<file path="config.mk">
export PLATFORM = sky130hd
export DESIGN_NAME = pdm_ctrl
export DESIGN_NICKNAME = d
export VERILOG_FILES = /design/src/pdm_pkg.sv /design/src/pdm_ctrl.sv
export SDC_FILE = /design/constraint.sdc
export NUM_CORES = 1
export LEC_CHECK = 0
export CAP_MARGIN = 10
export CORE_UTILIZATION = 40
export DETAILED_ROUTE_END_ITERATION = 10
export DONT_BUFFER_PORTS = 1
export SLEW_MARGIN = 0
export SYNTH_ARGS = -nofsm -noshare
export SYNTH_HDL_FRONTEND = slang
export SYNTH_SLANG_ARGS = --single-unit
</file>
<file path="constraint.sdc">
create_clock -name aclk -period 1.6 [get_ports aclk]
set_input_delay 0 -clock aclk [delete_from_list [all_inputs] [get_ports aclk]]
set_output_delay 0 -clock aclk [all_outputs]
set_load 0.02 [all_outputs]
</file>
<file path="src/pdm_pkg.sv">
// Shared constants, types and arctangent table for the polar disc mesh generator.
`timescale 1ns / 1ps
package pdm_pkg;

    localparam int NW           = 11;
    localparam int SCALE_W      = 16;
    localparam int IDX_W        = 20;
    localparam int POS_W        = 24;
    localparam int CFG_IDX_W    = 4;
    localparam int CFG_DATA_W   = 16;
    localparam int QUO_W        = 25;
    localparam int DIV_W        = NW + QUO_W;
    localparam int CQW          = 34;
    localparam int CORDIC_ITERS = 24;
    localparam int ITER_W       = 5;
    localparam int MAG_W        = 32;
    localparam int RAD_W        = NW + SCALE_W;
    localparam int PROD_W       = RAD_W + MAG_W;
    localparam int POS_SHIFT    = 24;

    localparam logic [CQW-1:0]        CORDIC_GAIN = 34'h026DD3B6A;
    localparam logic [NW-1:0]         SEG_MIN     = 11'd20;
    localparam logic [NW-1:0]         SEG_RESET   = 11'd360;
    localparam logic [SCALE_W-1:0]    SCALE_MIN   = 16'd256;
    localparam logic [SCALE_W-1:0]    SCALE_RESET = 16'd256;
    localparam logic [CFG_IDX_W-1:0]  REG_SEG_COUNT  = 4'd0;
    localparam logic [CFG_IDX_W-1:0]  REG_DISC_SCALE = 4'd1;

    typedef struct packed {
        logic accept;
        logic phase_start;
        logic cordic_start;
        logic mul_en;
        logic pos_start;
        logic out_load;
    } pdm_cmd_t;

    typedef struct packed {
        logic div_done;
        logic cordic_done;
        logic out_free;
    } pdm_sts_t;

    function automatic logic [CQW-1:0] atan_turn(input logic [ITER_W-1:0] k);
        logic [CQW-1:0] a;
        case (k)
            5'd0:    a = 34'h020000000;
            5'd1:    a = 34'h012E4051D;
            5'd2:    a = 34'h009FB385B;
            5'd3:    a = 34'h0051111D4;
            5'd4:    a = 34'h0028B0D43;
            5'd5:    a = 34'h00145D7E1;
            5'd6:    a = 34'h000A2F61E;
            5'd7:    a = 34'h000517C55;
            5'd8:    a = 34'h00028BE53;
            5'd9:    a = 34'h000145F2E;
            5'd10:   a = 34'h0000A2F98;
            5'd11:   a = 34'h0000517CC;
            5'd12:   a = 34'h000028BE6;
            5'd13:   a = 34'h0000145F3;
            5'd14:   a = 34'h00000A2F9;
            5'd15:   a = 34'h00000517C;
            5'd16:   a = 34'h0000028BE;
            5'd17:   a = 34'h00000145F;
            5'd18:   a = 34'h000000A2F;
            5'd19:   a = 34'h000000517;
            5'd20:   a = 34'h00000028B;
            5'd21:   a = 34'h000000145;
            5'd22:   a = 34'h0000000A2;
            5'd23:   a = 34'h000000051;
            default: a = '0;
        endcase
        return a;
    endfunction

endpackage

</file>
<file path="src/pdm_ctrl.sv">
// Sequencing state machine for the polar disc mesh generator.
`timescale 1ns / 1ps
module pdm_ctrl
    import pdm_pkg::*;
(
    input  logic     aclk,
    input  logic     aresetn,
    input  logic     s_valid,
    output logic     s_ready,
    input  pdm_sts_t sts,
    output pdm_cmd_t cmd
);

    typedef enum logic [7:0] {
        ST_IDLE  = 8'b0000_0001,
        ST_PHASE = 8'b0000_0010,
        ST_DIVP  = 8'b0000_0100,
        ST_CORD  = 8'b0000_1000,
        ST_MUL   = 8'b0001_0000,
        ST_POSS  = 8'b0010_0000,
        ST_DIVQ  = 8'b0100_0000,
        ST_FIN   = 8'b1000_0000
    } pdm_state_t;

    pdm_state_t state_reg, state_next;

    always_comb begin
        state_next = state_reg;
        cmd        = '0;
        s_ready    = 1'b0;
        case (state_reg)
            ST_IDLE: begin
                s_ready = 1'b1;
                if (s_valid) begin
                    cmd.accept = 1'b1;
                    state_next = ST_PHASE;
                end
            end
            ST_PHASE: begin
                cmd.phase_start = 1'b1;
                state_next      = ST_DIVP;
            end
            ST_DIVP: begin
                if (sts.div_done) begin
                    cmd.cordic_start = 1'b1;
                    state_next       = ST_CORD;
                end
            end
            ST_CORD: begin
                if (sts.cordic_done) begin
                    state_next = ST_MUL;
                end
            end
            ST_MUL: begin
                cmd.mul_en = 1'b1;
                state_next = ST_POSS;
            end
            ST_POSS: begin
                cmd.pos_start = 1'b1;
                state_next    = ST_DIVQ;
            end
            ST_DIVQ: begin
                if (sts.div_done) begin
                    state_next = ST_FIN;
                end
            end
            ST_FIN: begin
                if (sts.out_free) begin
                    cmd.out_load = 1'b1;
                    state_next   = ST_IDLE;
                end
            end
            default: begin
                state_next = ST_IDLE;
            end
        endcase
    end

    always_ff @(posedge aclk) begin
        if (!aresetn) begin
            state_reg <= ST_IDLE;
        end else begin
            state_reg <= state_next;
        end
    end

endmodule

</file>
==> out/qor.yml, run 1 <==
grt_max_degree: 13
clk_path_buf_depth: 2
buffer_and_inverter_count_on_the_worst_path: 1
share_comb_of_total_power_pct: 23.1
largest_vdd_supply_drop_mv: 0.398
synth_area_per_inst_um2: 8.40
synth.yosys.seq_area_share_pct: 30.8
die_width_um: 38.1
crit_path_cell_trace: "or4_4, nor4_4, buf_4"
cp_max_fo: 8
cts_inserted_buffers: 3
crit_path_end_kind: "primary output"
critical-path-slowest-cell: "sky130_fd_sc_hd__or4_4"
drt_pass1_iterations: 4
holdWs_ns: 0.238
min_period_ns: 1.56
placed_cell_area_um2: 562
post_route_cells_drive_above_1_share_pct: 31.1
gr-total-overflow: 0
boundaryPins: 13
timing.slew.headroom_pct: 77.6
cts_tree: "done"
power_per_cell_area_nw_per_um2: 728
critPathLaunchType: "register"
final-max-slew-violation-count: 0
die_area_um2: 1450
netlist_top_cells_area: "sky130_fd_sc_hd__dfxtp_1, sky130_fd_sc_hd__nor4_1, sky130_fd_sc_hd__nor4_2"
clock.fmax_mhz: 643
routed_wl_um: 1320
rsz_0062_raised_after_global_routing: "true"
crit_required_ns: 1.60
core_region_area_um2: 1160
power.share.switching_pct: 29.6
yosys.cell_types.count: 32
root_buffer: "sky130_fd_sc_hd__clkbuf_4"
internal-power_uw: 349
starting_utilization_of_the_core_area_pct: 45.0
skew_ns: 0.00730
final_cell_count_no_fill: 88
synthesis.area_um2: 520
crit_arrival_ns: 1.56
multi_input_area_um2: 355
portBuffers: 0
path_delay_family: "simple AND/OR/NAND/NOR gates"
place_congestion: 0.821
diodes: 0
synth_fp_nets: 68
num_vias: 534
hpwlAfterDp_um: 819
initialDrtViolationCount: 18
setup-violations-final: 0
power.share.clock_pct: 32.2
synth_largest_type_area_fraction_pct: 30.8
tightest_slew_ns: 0.335
die_h_um: 38.1
route.detailed.vias_per_inst: 6.07
flow.area_growth_from_synthesis_pct: 31.0
nets: 82
number_of_max_capacitance_violations_reported: 0
switching_power_uw: 147
drc: 0
share_seq_of_total_power_pct: 44.7
clock_sinks: 8
wire_length_of_the_first_global_routing_pass_um: 2240
most-common-layout-cells: "sky130_fd_sc_hd__dlygate4sd3_1, sky130_fd_sc_hd__buf_4, sky130_fd_sc_hd__nand2_1, sky130_fd_sc_hd__dfxtp_2"
insertion_delay_ns: 0.27
worst_setup_hold_path_clk_slew_ns: 0.05
min_path_type: "in -> out"
avgRoutedWirePerCell_um: 15.0
largest_register_ffs: 8
max_stage_delay_ns: 0.58
final-seq-area_um2: 166
yosys_reg_bits: 8
period_share_pct: 97.2
power.static_leakage_nw: 0.244
antenna_found_initial: 0
placement_rows: 12
yosys_warnings: 0
synth_area_leader_cell: "sky130_fd_sc_hd__dfxtp_1"
crit_path_class: "reg -> out"
vias_in_the_first_global_route: 485
outcome: "finished, final reports clean"
fillerInstances: 104
synth_cells: 62
finish.instance_area_um2: 682
gr-usage-all-layers_pct: 23.2
route.antenna.remaining_nets: 0
final_hold_viol_count: 0
ctsHtreeMaxLevel: 1
dp.cells: 78
==> routing by layer <==
layer	GRT usage (%)	share of wire (%)	vias to the layer above	wire length, um
met5	0	0	-	0
met4	10.7	1.9	0	25
met3	11.0	5.9	4	78
met2	32.6	47	13	622
met1	29.3	45	254	592
li1	-	-	263	-
==> power groups by stage <==
stage / clock (mW) / combinational, mW / sequential (mW)
finish: 0.160 / 0.115 / 0.222
global route: 0.179 / 0.123 / 0.223
CTS: 0.168 / 0.103 / 0.221
detailed placement: 0 / 0.0867 / 0.224
global placement: 0 / 0.0871 / 0.224
floorplan: 0 / 0.0694 / 0.220
==> area by class of cell <==
class | count | share of cell area [%]
clock buffer | 3 | 3.30
tap | 14 | 2.57
multi-input combinational | 47 | 52.1
inverter | 4 | 2.20
sequential | 8 | 24.4
timing repair buffer | 12 | 15.4
==> cells by family after synthesis <==
logic type	count (synthesis)	synth area share [%]
xor gates and xnor gates	1	1.68
AOI/OAI and AO/OA	10	13.7
DFF	8	30.8
and+or+nand+nor	36	48.3
buffers and inverters	7	5.53
==> cells in the mapped netlist, drive strengths merged <==
cell type  count
a221oi         1
nand4          1
a32o           1
a21oi          2
dfxtp          8
nor2           4
nor2b          1
or4            1
nor4           8
inv            4
o21ai          2
or3            2
nand3          2
nand2          5
and4           1
nor3b          3
nor3           5
and2           1
xnor2          1
o31a           1
and3           2
a31oi          1
o311ai         1
clkbuf         1
buf            2
o2bb2ai        1
==> through the flow <==
step | setup slack, ns | power, mW | TNS (ns) | util (%)
after floorplan | 0.0552 | 0.289 | 0 | -
after global placement | 0.181 | 0.311 | 0 | 48.6
after detailed placement | 0.185 | 0.310 | 0 | 48.6
after CTS | -0.00479 | 0.492 | -0.00479 | 56.7
after global routing | -0.00737 | 0.525 | -0.00737 | 59.0
final | 0.0446 | 0.496 | 0 | 59.0
==> what timing repair did <==
item / in CTS / in global routing
hold buffers: 6 / 0
resized for setup: 3 / 5
endpoints found under the hold margin: 8 / 0
buffers inserted: 0 / 1
pin swaps: 0 / 2
setup endpoints to repair: 2 / 5
==> worst register-to-register path: stages, from the launching register on <==
cell                       delay (ns)
sky130_fd_sc_hd__dfxtp_2         0.38
sky130_fd_sc_hd__nor4_4          0.31
sky130_fd_sc_hd__buf_4           0.16
sky130_fd_sc_hd__nand2_1         0.05
sky130_fd_sc_hd__a221oi_1        0.31
sky130_fd_sc_hd__o21ai_1         0.11
==> final timing paths <==
path / depth (start not counted) / to / startpoint / slack [ns]
worst max-delay path: 3 / cmd[5] / state_reg[4] / 0.04
worst min-delay path: 3 / cmd[3] / sts[2] / 0.24
worst max register to register: 5 / state_reg[0] / state_reg[3] / 0.17
worst min register to register: 2 / state_reg[4] / state_reg[3] / 0.54
Power figures use the tool's default switching activity.
==> run 2: changes to the inputs <==
ABC_AREA = 1   (was not set)
SETUP_SLACK_MARGIN = 0.15   (was not set)
==> out/qor.yml, run 2 <==
portBuffers: 0  # unchanged
highest_utilization_routing_layer_at_the_global_route_stage: "met2"
most-common-layout-cells: "sky130_fd_sc_hd__inv_1, sky130_fd_sc_hd__nand2_1, sky130_fd_sc_hd__inv_2, sky130_fd_sc_hd__nand3_1, sky130_fd_sc_hd__dfxtp_1"
critPathLaunchType: "register"
netlist_top_cells_area: "sky130_fd_sc_hd__dfxtp_1, sky130_fd_sc_hd__nand2_4, sky130_fd_sc_hd__inv_1"
synth_cells: 86  # +39%
global_route.usage.met2_pct: 30.2  # -2.5 points
fillerInstances: 137  # +32%
boundaryPins: 13  # unchanged
timing.slew.headroom_pct: 83.5  # +5.8 points
drt_pass1_iterations: 4  # unchanged
crit_required_ns: 1.60  # about the same
yosys-top-cells-count: "sky130_fd_sc_hd__inv_1, sky130_fd_sc_hd__nand2_1"
tightest_slew_ns: 0.246  # -0.0887 ns
clock_sinks: 8  # unchanged
path_delay_family: "simple AND/OR/NAND/NOR gates"
synth.yosys.seq_area_share_pct: 27.0  # -3.8 points
nets: 105  # +28%
num_vias: 550  # +3.0%
yosys_reg_bits: 8  # unchanged
drc: 0  # unchanged
holdWs_ns: 0.0584  # -0.180 ns
power.static_leakage_nw: 0.348  # +43%
yosys.cell_types.count: 18  # -44%
post_route_cells_drive_above_1_share_pct: 38.1  # +7.1 points
wire_length_of_the_first_global_routing_pass_um: 1970  # -12%
die_width_um: 40.5  # +6.4%
min_period_ns: 1.31  # -0.247 ns
place_congestion: 0.734  # -11%
buffer_and_inverter_count_on_the_worst_path: 1  # unchanged
die_h_um: 40.5  # +6.4%
gr-total-overflow: 0  # unchanged
clk_path_buf_depth: 2  # unchanged
crit_path_cell_trace: "inv_1, nand2_2, nor3_1, nand2_1, nor2_2"
multi_input_area_um2: 360  # +1.4%
crit_path_end_kind: "primary output"
diodes: 0  # unchanged
initialDrtViolationCount: 16  # -2
flow.area_growth_from_synthesis_pct: 18.8
route.antenna.remaining_nets: 0  # unchanged
yosys_warnings: 0  # unchanged
crit-reg2reg-launch: "state_reg[2]"
layout.cells.most_common: "sky130_fd_sc_hd__inv_1"
avgRoutedWirePerCell_um: 10.7  # -29%
power_per_cell_area_nw_per_um2: 800  # +9.9%
yosysMostFrequentCell: "sky130_fd_sc_hd__inv_1"
clock.fmax_mhz: 764  # +19%
hpwlAfterDp_um: 999  # +22%
synth_ff_type: "sky130_fd_sc_hd__dfxtp_1"
rsz_0062_raised_after_global_routing: "false"
cts_tree: "done"
cp_max_fo: 3  # -5
starting_utilization_of_the_core_area_pct: 44.5  # -0.56 points
synth_largest_type_area_fraction_pct: 27.0  # -3.8 points
die_area_um2: 1640  # +13%
synth_area_per_inst_um2: 6.90  # -18%
placed_cell_area_um2: 649  # +16%
period_share_pct: 81.8  # -15 points
root_buffer: "sky130_fd_sc_hd__clkbuf_4"
final-max-slew-violation-count: 0  # unchanged
async_set_reset_flop_share_out_of_synthesis_pct: 0  # unchanged
hold_path.startpoint: "sts[2]"
number_of_max_capacitance_violations_reported: 0  # unchanged
grt_util_met1_pct: 23.3  # -6.1 points
fin_tns_setup_ns: 0  # unchanged
route.detailed.vias_per_inst: 4.91  # -19%
crit_arrival_ns: 1.31  # -0.25 ns
grt_max_degree: 7  # -6
insertion_delay_ns: 0.26  # about the same
synth-edff-count: 0  # unchanged
crit_path_class: "reg -> out"
postCtsSetupBuffers: 0  # unchanged
final_hold_viol_count: 0  # unchanged
antenna_found_initial: 0  # unchanged
min_path_type: "in -> reg"
largest_vdd_supply_drop_mv: 0.433  # +8.9%
worst_setup_hold_path_clk_slew_ns: 0.06  # about the same
synth_fp_nets: 92  # +35%
cts_inserted_buffers: 3  # unchanged
ctsHtreeMaxLevel: 1  # unchanged
gr-usage-met3_pct: 1.67  # -9.4 points
outcome: "finished, final reports clean"
largest_register_ffs: 8  # unchanged
max_stage_delay_ns: 0.32  # -0.26 ns
critical-path-slowest-cell: "sky130_fd_sc_hd__dfxtp_1"
synthesis.area_um2: 593  # +14%
gr-usage-all-layers_pct: 18.4  # -4.8 points
synth_area_leader_cell: "sky130_fd_sc_hd__dfxtp_1"
final-seq-area_um2: 160  # -3.8%
vias_in_the_first_global_route: 501  # +3.3%
placement_rows: 13  # +1
skew_ns: 0.00657  # -0.000731 ns
finish.instance_area_um2: 704  # +3.3%
setup.worst_path.start: "state_reg[2]"
routed_wl_um: 1190  # -9.6%
core_region_area_um2: 1330  # +15%
setup-violations-final: 0  # unchanged
-- run 2: cell count changes after synthesis, moves of 4 or more --
cell	previous run	this run
sky130_fd_sc_hd__nand2_4	0	6
sky130_fd_sc_hd__nor2_1	4	8
sky130_fd_sc_hd__nand2_1	5	10
sky130_fd_sc_hd__inv_1	4	12
sky130_fd_sc_hd__nor4_1	5	1
sky130_fd_sc_hd__inv_2	0	8
sky130_fd_sc_hd__nand3_1	2	8
sky130_fd_sc_hd__nor2_2	0	6
-- run 2: repair_timing --
action | in CTS | in global routing
hold buffers | 3 | 0
endpoints found under the hold margin | 5 | 0
gates resized for setup | 0 | 1
setup endpoints to repair | 0 | 1
-- run 2: path summary, 6_finish.rpt --
check | slack [ns] | cells after the start | endpoint
setup / recovery | 0.29 | 5 | cmd[5]
hold / removal | 0.06 | 3 | state_reg[6]
setup reg to reg | 0.33 | 7 | state_reg[1]
hold reg to reg | 0.59 | 4 | state_reg[7]
-- run 2: report_power, final --
| group | leakage [nW] | internal (mW) | switching, mW | total [mW] |
|---|---|---|---|---|
| combinational | 0.270 | 0.0580 | 0.129 | 0.187 |
| clock | 0.0138 | 0.0860 | 0.0715 | 0.158 |
| sequential | 0.0650 | 0.212 | 0.00764 | 0.219 |
-- run 2: final cells by class --
class	instances	share of cell area, %
clock buffer	3	3.20
multi-input combinational	58	51.2
tap	15	2.66
timing repair buffer	8	9.59
inverter	20	10.7
sequential	8	22.7
-- run 2: tightest hold or removal path: stages --
cell and delay, ns:
sky130_fd_sc_hd__inv_1 0.09, sky130_fd_sc_hd__nand3_1 0.11, sky130_fd_sc_hd__a21oi_1 0.07
-- run 2: routing by layer --
metal	part of all wire, %	up-vias	routed length, um
met5	0	-	0
met1	48	243	578
li1	-	293	-
met3	2.6	2	31
met4	1.2	0	14
met2	48	12	569
-- run 2: cell families after synthesis --
group | synth area share (%)
AO/OA/AOI/OAI | 5.27
buffers and inverters | 12.7
flip-flops | 27.0
AND/OR/NAND/NOR | 55.1
-- run 2: through the flow --
step	util, %	total power [mW]	std cells	worst slack (ns)
floorplan	-	0.375	86	0.396
global placement	48.7	0.399	106	0.353
detailed placement	48.7	0.401	106	0.355
CTS	52.6	0.565	112	0.209
global route	52.8	0.603	112	0.167
finish	52.8	0.564	112	0.292
==> run 3: changes to the inputs <==
ABC_AREA = 0   (was 1)
clock period = 1.3 ns   (was 1.6 ns; I/O delays follow)
==> out/qor.yml, run 3 (synthesis gave the netlist of run 1 again) <==
portBuffers: 0  # unchanged
route.antenna.remaining_nets: 0  # unchanged
outcome: "finished with violations"
power.static_leakage_nw: 0.404  # +16%
flow.area_growth_from_synthesis_pct: 93.5
skew_ns: 0.00254  # -0.00403 ns
rr_worst_depth: 5  # -2
placement_rows: 12  # -1
most-common-layout-cells: "sky130_fd_sc_hd__buf_4, sky130_fd_sc_hd__buf_6, sky130_fd_sc_hd__nor4_4"
num_vias: 704  # +28%
hpwlAfterDp_um: 1080  # +8.5%
crit_path_cell_trace: "or4_4, buf_6, nor4_4, buf_4"
final-max-slew-violation-count: 0  # unchanged
die_h_um: 38.1  # -6.0%
critical-path-slowest-cell: "sky130_fd_sc_hd__or4_4"
max_stage_delay_ns: 0.55  # +0.23 ns
worst_setup_hold_path_clk_slew_ns: 0.05  # about the same
min_period_ns: 1.62
final-seq-area_um2: 178  # +11%
largest_vdd_supply_drop_mv: 0.508  # +17%
cts_inserted_buffers: 3  # unchanged
timing.slew.headroom_pct: 65.5  # -18 points
endpoint: "cmd[5]"
number_of_max_capacitance_violations_reported: 0  # unchanged
final_hold_viol_count: 0  # unchanged
finish.instance_area_um2: 1010  # +43%
nets: 107  # +1.9%
worst_r2r_endpoint: "state_reg[0]"
failing_checks: "negative setup slack"
boundaryPins: 13  # unchanged
grt_max_degree: 9  # +2
cts_tree: "done"
diodes: 0  # unchanged
cp_max_fo: 6  # +3
route.detailed.vias_per_inst: 6.23  # +27%
root_buffer: "sky130_fd_sc_hd__clkbuf_4"
crit_required_ns: 1.30  # -0.30 ns
gr-usage-all-layers_pct: 26.5  # +8.1 points
crit_path_end_kind: "primary output"
multi_input_area_um2: 458  # +27%
die_width_um: 38.1  # -6.0%
crit_path_class: "reg -> out"
tightest_slew_ns: 0.512  # +0.266 ns
post_route_cells_drive_above_1_share_pct: 62.6  # +24 points
wire_length_of_the_first_global_routing_pass_um: 2610  # +32%
placed_cell_area_um2: 732  # +13%
insertion_delay_ns: 0.26  # about the same
setup.worst_path.start: "state_reg[7]"
crit-reg2reg-launch: "state_reg[7]"
clk_path_buf_depth: 2  # unchanged
ctsHtreeMaxLevel: 1  # unchanged
clock_sinks: 8  # unchanged
drt_pass1_iterations: 4  # unchanged
fillerInstances: 65  # -53%
drc: 0  # unchanged
starting_utilization_of_the_core_area_pct: 45.0  # +0.56 points
die_area_um2: 1450  # -12%
gr-total-overflow: 0  # unchanged
initialDrtViolationCount: 31  # +15
avgRoutedWirePerCell_um: 20.5  # +93%
routed_wl_um: 2320  # +94%
rsz_0062_raised_after_global_routing: "true"
power_per_cell_area_nw_per_um2: 699  # -13%
critPathLaunchType: "register"
fin_total_pwr_uw: 704  # +25%
setup-violations-final: 12  # +12
vias_in_the_first_global_route: 572  # +14%
holdWs_ns: 0.127  # +0.0683 ns
rrSetupSlack_ns: -0.18  # -0.51 ns
worst_hold_path_depth: 2  # -1
core_region_area_um2: 1160  # -13%
finalWorstSetupSlack_ns: -0.324  # -0.616 ns
clock.fmax_mhz: 616
period_share_pct: 125
antenna_found_initial: 0  # unchanged
layout.cells.most_common: "sky130_fd_sc_hd__buf_4"
min_path_type: "in -> out"
crit_arrival_ns: 1.62  # +0.31 ns
place_congestion: 0.846  # +15%
largest_register_ffs: 8  # unchanged
==> run 3: how the worst min path moves through the flow <==
stage / end / startpoint
final: cmd[3] / sts[2]
after global routing: cmd[3] / sts[2]
after CTS: cmd[3] / sts[2]
after detailed placement: state_reg[6] / aresetn
after global placement: state_reg[6] / aresetn
after floorplan: state_reg[6] / aresetn
==> run 3: repair_timing <==
action,in CTS,in global routing
hold buffers,5,0
hold endpoints to repair,8,0
setup endpoints to repair,15,15
gates cloned,0,0
buffers inserted,4,5
pin swaps,7,10
resized for setup,8,23
==> run 3: worst max-delay path, delay by kind of cell, from the launching register on <==
family / cells / cell delay [ns]
simple gates: 2 / 0.67
flops: 1 / 0.37
buf+inv: 2 / 0.32
==> run 3: layer usage <==
metal / vias up / global-route usage [%] / routed length, um / part of all wire, %
li1: 313 / - / - / -
met1: 323 / 32.4 / 878 / 38
met2: 58 / 44.5 / 1170 / 50
met3: 10 / 7.56 / 184 / 7.9
met4: 0 / 8.04 / 87 / 3.8
met5: - / 0 / 0 / 0
==> run 3: cell type report <==
cell class              count  share of cell area [%]
flip-flops and latches      8                    17.6
well taps                  14                    1.74
inverters                   4                    1.49
clock buffers               3                    2.24
repair buffers             37                    31.4
multi-input cells          47                    45.5
==> run 3: per-stage QoR <==
stage	setup TNS [ns]	util [%]	worst slack, ns	instances
2_1_floorplan	-0.230	-	-0.115	62
3_3_place_gp	-0.0238	63.3	-0.0183	96
3_5_place_dp	-0.0978	63.3	-0.0422	96
4_1_cts	-1.89	74.5	-0.303	108
5_1_grt	-3.03	87.1	-0.386	113
6_report	-2.45	87.1	-0.324	113
==> run 3: report_power, final <==
group | total, mW | internal, mW | leakage (nW) | switching [mW]
Combinational | 0.245 | 0.131 | 0.321 | 0.114
Sequential | 0.262 | 0.247 | 0.0690 | 0.0152
Clock | 0.197 | 0.106 | 0.0138 | 0.0913
Total | 0.704 | 0.484 | 0.404 | 0.220
